**src/fsms_pkg.sv**
```systemverilog
// shared types and constants for the framed sensor moving-sum block
package fsms_pkg;

    localparam logic [7:0] HEADER_FIRST = 8'hAA;
    localparam logic [7:0] HEADER_SECOND = 8'h55;

    localparam logic [4:0] POS_HEAD2 = 5'd1;
    localparam logic [4:0] POS_BODY_START = 5'd2;
    localparam logic [4:0] POS_SAMPLE_FIRST = 5'd8;
    localparam logic [4:0] POS_SAMPLE_LAST = 5'd23;
    localparam logic [4:0] POS_XOR = 5'd25;
    localparam logic [4:0] POS_SUM = 5'd26;

    localparam int SAMPLE_BYTES = 16;
    localparam int SAMPLE_W = 16;
    localparam int SUM_W = 23;

    typedef enum logic [2:0] {
        ST_OK = 3'd0,
        ST_NO_HEADER = 3'd1,
        ST_SHORT = 3'd2,
        ST_XOR_ERR = 3'd3,
        ST_SUM_ERR = 3'd4
    } status_t;

    typedef enum logic [1:0] {
        PH_HUNT,
        PH_HEAD2,
        PH_BODY,
        PH_CHECK
    } parse_phase_t;

    typedef enum logic [1:0] {
        EM_IDLE,
        EM_STATUS,
        EM_READ,
        EM_UPDATE
    } emit_state_t;

    typedef struct packed {
        logic [7:0] rx_byte;
        logic       timeout_flag;
    } fsms_in_t;

    typedef struct packed {
        logic [2:0]          channel;
        logic [SAMPLE_W-1:0] latest_sample;
        logic [SUM_W-1:0]    window_sum;
        logic [2:0]          status;
        logic                last;
    } fsms_out_t;

    typedef struct packed {
        logic    valid;
        logic    frame;
        status_t status;
    } fsms_evt_t;

endpackage

```
**src/fsms_parser.sv**
```systemverilog
// frame parser: header hunt, xor and sum checks, sample byte capture
module fsms_parser
    import fsms_pkg::*;
(
    input  logic                        clk,
    input  logic                        rst_n,
    input  logic                        accept,
    input  fsms_in_t                    in_item,
    output fsms_evt_t                   evt,
    output logic [SAMPLE_BYTES*8-1:0]   samples
);

    parse_phase_t phase_reg, phase_next;
    logic [4:0] pos_reg, pos_next;
    logic [7:0] xor_reg, xor_next;
    logic [7:0] sum_reg, sum_next;
    logic [7:0] samples_reg [SAMPLE_BYTES];
    logic       shift_en;
    logic [7:0] rx;
    logic [7:0] byte_sum;
    logic [4:0] pos_inc;

    assign rx = in_item.rx_byte;
    assign byte_sum = sum_reg + rx;
    assign pos_inc = pos_reg + 5'd1;

    always_ff @(posedge clk or negedge rst_n)
    begin
        if (!rst_n)
        begin
            phase_reg <= PH_HUNT;
            pos_reg <= '0;
            xor_reg <= '0;
            sum_reg <= '0;
        end
        else
        begin
            phase_reg <= phase_next;
            pos_reg <= pos_next;
            xor_reg <= xor_next;
            sum_reg <= sum_next;
        end
    end

    always_comb
    begin
        phase_next = phase_reg;
        pos_next = pos_reg;
        xor_next = xor_reg;
        sum_next = sum_reg;
        shift_en = 1'b0;
        evt = '{valid: 1'b0, frame: 1'b0, status: ST_OK};
        if (accept)
        begin
            if (in_item.timeout_flag)
            begin
                evt.valid = 1'b1;
                unique case (phase_reg) inside
                    PH_HUNT, PH_HEAD2: evt.status = ST_NO_HEADER;
                    PH_BODY:           evt.status = ST_SHORT;
                    default:           evt.status = (pos_reg == POS_XOR) ? ST_XOR_ERR
                                                                         : ST_SUM_ERR;
                endcase
                phase_next = PH_HUNT;
                pos_next = '0;
                xor_next = '0;
                sum_next = '0;
            end
            else
            begin
                unique case (phase_reg)
                    PH_HUNT:
                    begin
                        if (rx == HEADER_FIRST)
                        begin
                            phase_next = PH_HEAD2;
                            pos_next = POS_HEAD2;
                            xor_next = HEADER_FIRST;
                            sum_next = HEADER_FIRST;
                        end
                    end
                    PH_HEAD2:
                    begin
                        if (rx == HEADER_SECOND)
                        begin
                            phase_next = PH_BODY;
                            pos_next = POS_BODY_START;
                            xor_next = xor_reg ^ rx;
                            sum_next = byte_sum;
                        end
                        else if (rx != HEADER_FIRST)
                        begin
                            phase_next = PH_HUNT;
                            pos_next = '0;
                            xor_next = '0;
                            sum_next = '0;
                        end
                    end
                    PH_BODY:
                    begin
                        shift_en = (pos_reg >= POS_SAMPLE_FIRST) && (pos_reg <= POS_SAMPLE_LAST);
                        xor_next = xor_reg ^ rx;
                        sum_next = byte_sum;
                        pos_next = pos_inc;
                        if (pos_inc >= POS_XOR)
                        begin
                            pos_next = POS_XOR;
                            phase_next = PH_CHECK;
                        end
                    end
                    default:
                    begin
                        if (pos_reg == POS_XOR)
                        begin
                            if (rx != xor_reg)
                            begin
                                evt.valid = 1'b1;
                                evt.status = ST_XOR_ERR;
                                phase_next = PH_HUNT;
                                pos_next = '0;
                                xor_next = '0;
                                sum_next = '0;
                            end
                            else
                            begin
                                sum_next = byte_sum;
                                pos_next = POS_SUM;
                            end
                        end
                        else
                        begin
                            evt.valid = 1'b1;
                            evt.frame = (byte_sum == 8'd0);
                            evt.status = (byte_sum == 8'd0) ? ST_OK : ST_SUM_ERR;
                            phase_next = PH_HUNT;
                            pos_next = '0;
                            xor_next = '0;
                            sum_next = '0;
                        end
                    end
                endcase
            end
        end
    end

    // shift line: after a full frame, entry i holds frame byte 8 + i
    always_ff @(posedge clk)
    begin
        if (shift_en)
        begin
            for (int i = 0; i < SAMPLE_BYTES - 1; i++)
            begin
                samples_reg[i] <= samples_reg[i+1];
            end
            samples_reg[SAMPLE_BYTES-1] <= rx;
        end
    end

    for (genvar g = 0; g < SAMPLE_BYTES; g++)
    begin : g_samples
        assign samples[8*g +: 8] = samples_reg[g];
    end

endmodule

```
**config.mk**
```make
export PLATFORM = sky130hd
export DESIGN_NAME = fsms_parser
export DESIGN_NICKNAME = d
export VERILOG_FILES = /design/src/fsms_pkg.sv /design/src/fsms_parser.sv
export SDC_FILE = /design/constraint.sdc
export NUM_CORES = 1
export LEC_CHECK = 0
export BUFFER_PORTS_ARGS = -buffer_cell sky130_fd_sc_hd__buf_2
export CAP_MARGIN = 10
export CORE_AREA = 2 2 135 84
export CTS_CLUSTER_SIZE = 16
export DETAILED_ROUTE_END_ITERATION = 7
export DIE_AREA = 0 0 137 86
export GPL_TIMING_DRIVEN = 1
export PLACE_DENSITY = 0.87
export SETUP_SLACK_MARGIN = 0.5
export SLEW_MARGIN = 10
export SYNTH_ARGS = -nofsm -noshare
export SYNTH_HDL_FRONTEND = slang
export SYNTH_SLANG_ARGS = --single-unit
```
**constraint.sdc**
```tcl
create_clock -name clk -period 6.4 [get_ports clk]
set_input_delay 0.64 -clock clk [delete_from_list [all_inputs] [get_ports clk]]
set_output_delay 0.64 -clock clk [all_outputs]
set_load 0.05 [all_outputs]
```
---- Word-level counts from Yosys, hierarchy flattened ----
Memory sizes are Yosys's and may differ from the RTL's.
Cells that the tools add are included.
Widths: inputs -> output; s select.
word-level totals
  register bits after elaboration ......... 23
  bits in latches ......................... 0
  memory bits (writable) .................. 128
  memory bits (read-only) ................. 0
  bits of input ports ..................... 12
  word-level logic and storage cells ...... 76
  memories ................................ 1
memory list
  name         depth  width  read ports  clocked after memory_dff  wr ports  RTL line           RTL
  samples_reg  16     8      16          0                         16        fsms_parser.sv:17  logic [7:0] samples_reg [SAMPLE_BYTES];
cells by class
  add/sub/neg operators ................... 2
  $mul .................................... 0
  div/mod/pow operators ................... 0
  order comparisons ....................... 3
  equal/unequal tests ..................... 11
  shift operators ......................... 0
  multiplexer cells ....................... 46
  bitwise logic cells ..................... 1
  reduce and logical (&&, ||, !) cells .... 8
operator list
  cell                 number
  $mux 8               10
  $pmux 8 s3           2
  $mux 5               9
  $mux 2               8
  $pmux 5 s3           1
  $mux 3               4
  $mux 1               10
  $add 8x8->8          1
  $eq 8x7->1 const B   1
  $eq 8x8->1 const B   1
  $logic_not 8->1      1
  $ne 8x8->1           1
  $ne 8x8->1 const B   1
  $xor 8x8->8          1
  $ne 3x2->1 const B   2
  $ne 6x5->1 const B   1
  $pmux 2 s3           1
  $pmux 3 s2           1
  $add 5x1->5 const B  1
  $eq 5x5->1 const B   1
  $ge 5x4->1 const B   1
  $ge 5x5->1 const B   1
  $le 5x5->1 const B   1
  $reduce_and 5->1     1
  9 further kinds      9

---- Logic depth before layout (Yosys ltp) ----
  depth after elaboration ................. 7
  depth in mapped cells ................... 9
  depth with buffers taken out ............ 8

---- Worst setup path after synthesis ----
No wires, ideal clock.
  path type ............................... input to output
  start ................................... input port in_item[1] (netlist name)
  end ..................................... output port evt[3] (netlist name)
  data arrival time ....................... 3763 ps
  data required time ...................... 5760 ps
  path slack .............................. 1997 ps
  stages .................................. 7
  cells stage by stage .................... ha_1 inv_1 fa_1 inv_1 or4_1 a2111o_1 nor4_1
RTL lines
  item                RTL line          RTL
  start: declaration  fsms_parser.sv:8  input fsms_in_t in_item,
  end: declaration    fsms_parser.sv:9  output fsms_evt_t evt,

==> flow_summary.toml <==
[job]
cap_viol_max_count = 0

[clock_tree]
cts_max_path_buffers = 2
clk_pin_slew_worst_paths_ns = 0.06
tritoncts = "yes"
ctsHoldBuffers = 0
cts_sinks = 151
clk_latency_ns = 0.42
post_cts_buffers = 0
htree_levels = 4
ctsResizeCount = 0
numCtsBuffers = 17
root_buffer = "clkbuf_16"

[detailed_routing]
ant_nets = 0
avgViaCountPerCell = 5.74
first_iter_violations = 309
drc = 0
first_pass_iters = 5
totalWireLength_um = 12900
wl_per_cell_um = 19.1
num_vias = 3890

[pwr]
p_sw_share_pct = 24.4
p_per_area_nw_per_um2 = 315
combPwrFrac_pct = 10.4
internal_power_mw = 1.75
ir_drop_v = 0.000190
p_leak_nw = 2.88
power.share.sequential_pct = 47.8
p_sw_mw = 0.565
pwr-share-clk_pct = 41.8

[synthesis]
synth_area_um2 = 5920
synth-simple-area-share_pct = 8.37
yosysMostFrequentCell = "edfxtp_1"
ys_seq_area_share_pct = 74.7
synth_seq_cells = 151
netlist_top_cells_count = "edfxtp_1, dfrtp_1, inv_1, nor3_1, ha_1"
yosysUniqueCellTypes = 58
synth_top_flop_cell = "edfxtp_1"
muxShareOfSynthArea_pct = 0
async_flop_share_pct = 15.2
synth_compound_area_share_pct = 9.60
yosysTopAreaCellShare_pct = 65.0
synth_xor_area_share_pct = 1.92
ys_warn_count = 0
synth_top_family_by_area = "compound AO/OA/AOI/OAI gates"
postSynthAreaPerCell_um2 = 15.9
synthCells = 371
synthAdderAreaFrac_pct = 3.30
synth_edf_count = 128
synthesis.nets = 398
synthTopCellsByArea = "edfxtp_1, dfrtp_1, ha_1"
synth.largest_area_cell = "edfxtp_1"

[finish]
fin_nets = 553
largest_reg_flops = 128
finalInstanceArea_um2 = 7360
n_antenna_cell = 0
drive_gt1_share_pct = 33.8
areaGrowthSynthToFinish_pct = 24.4

[timing]
tightest_slew_ns = 0.842
slew_headroom_pct = 43.9
drv_slew = 0
period_share_pct = 59.7
fin_skew_ns = 0.00723
period_needed_ns = 3.82
hold_viol_final = 0
setup_viol = 0
worst_hold_slack_ns = 0.213
max_clock_freq_mhz = 262
rsz0062_at_grt = "no"
tns_ns = 0
fin_ws_ns = 2.58

[global_route]
grt_max_degree = 66
grt_pass1_vias = 3748
gr-total-overflow = 0
grt_util_all_layers_pct = 22.4
antenna_found_initial = 0
grt_pass1_wl_um = 19500

[die]
die_w_um = 137
initial_core_util_pct = 56.6
die_area_um2 = 11800
core_um2 = 10500
rows = 29
fp.dieH_um = 86
ios = 145

[status]
status = "finished clean"

[critical_path]
critical_path_class = "in -> out"
worstSetupStartpointType = "input port"
crit_path_max_fanout = 7
end_kind = "output port"
crit_arrival_ns = 3.18
cp.required_ns = 5.76

[place]
hpwl_um = 9060
pre_cts_ws_ns = 2.62
placedInstanceArea_um2 = 6780
gp_congestion = 0.913
port_buffers = 144

[min_path]
worstHoldPathType = "in -> async"
-- layout by cell type, fill, tap and decap left out, drive strengths merged, types with 6 or more instances in the layout --
master	n
edfxtp	128
o21ai	9
nor2	9
nand2	13
nor3	15
clkbuf	19
ha	14
nor4	6
nand3	8
o31ai	13
xor2	10
buf	146
dfrtp	23
a21oi	8
inv	26
-- metrics by stage --
| step | util (%) | total power [mW] | std cells |
|---|---|---|---|
| 5_1_grt | 70.4 | 2.40 | 678 |
| 4_1_cts | 70.4 | 2.32 | 678 |
| 3_5_place_dp | 64.9 | 1.36 | 646 |
| 2_1_floorplan | - | 1.30 | 371 |
| 6_report | 70.4 | 2.32 | 678 |
| 3_3_place_gp | 64.9 | 1.34 | 646 |
-- cells by family (layout without fill, tap and decap cells) --
family,Yosys count,count (layout)
flops,151,151
fa+ha+maj,15,15
buf+inv,31,199
simple gates,85,85
compound gates,76,76
xor+xnor,13,13
-- layer usage --
metal / up-vias / global-route usage, % / routed length (um)
met5: - / 0 / 0
met4: 0 / 8.62 / 174
met3: 15 / 6.15 / 1250
met2: 210 / 34.7 / 5980
met1: 1899 / 30.4 / 5520
li1: 1766 / - / -
-- area by class of cell --
class                      count  area [um^2]
clock buffer                  19          433
clock inverter                13          145
fill                         709         3090
inverter                      21         78.8
multi-input combinational    189         1380
sequential                   151         4420
tap                          139          174
timing repair buffer         146          736
-- critical path, cell delays in order --
cell and delay (ns):
buf_2 0.20, ha_1 0.23, inv_1 0.06, fa_1 0.48
inv_1 0.05, or4_1 0.56, a2111o_1 0.40, nor4_1 0.26
buf_2 0.31
-- power by group through the flow --
stage                     Combinational, mW  Clock, mW  Sequential, mW
final                                 0.241      0.967            1.11
after global routing                  0.263       1.02            1.11
after CTS                             0.236      0.982            1.11
after detailed placement              0.234          0            1.13
after global placement                0.220          0            1.12
after floorplan                       0.177          0            1.12
-- final timing paths --
check | slack [ns] | startpoint | cells after the start | end
setup reg to reg | 3.37 | phase_reg[0]$_DFFE_PN0P_ | 4 | samples_reg[0][25]$_DFFE_PP_
hold / removal | 0.21 | rst_n | 1 | sum_reg[6]$_DFFE_PN0P_
min in group clk | 0.43 | samples_reg[1][42]$_DFFE_PP_ | 0 | samples_reg[1][34]$_DFFE_PP_
hold reg to reg | 0.43 | samples_reg[1][42]$_DFFE_PP_ | 0 | samples_reg[1][34]$_DFFE_PP_
setup / recovery | 2.58 | in_item[1] | 9 | evt[3]
max in group asynchronous | 5.80 | rst_n | 1 | xor_reg[0]$_DFFE_PN0P_
Power figures use the tool's default switching activity.
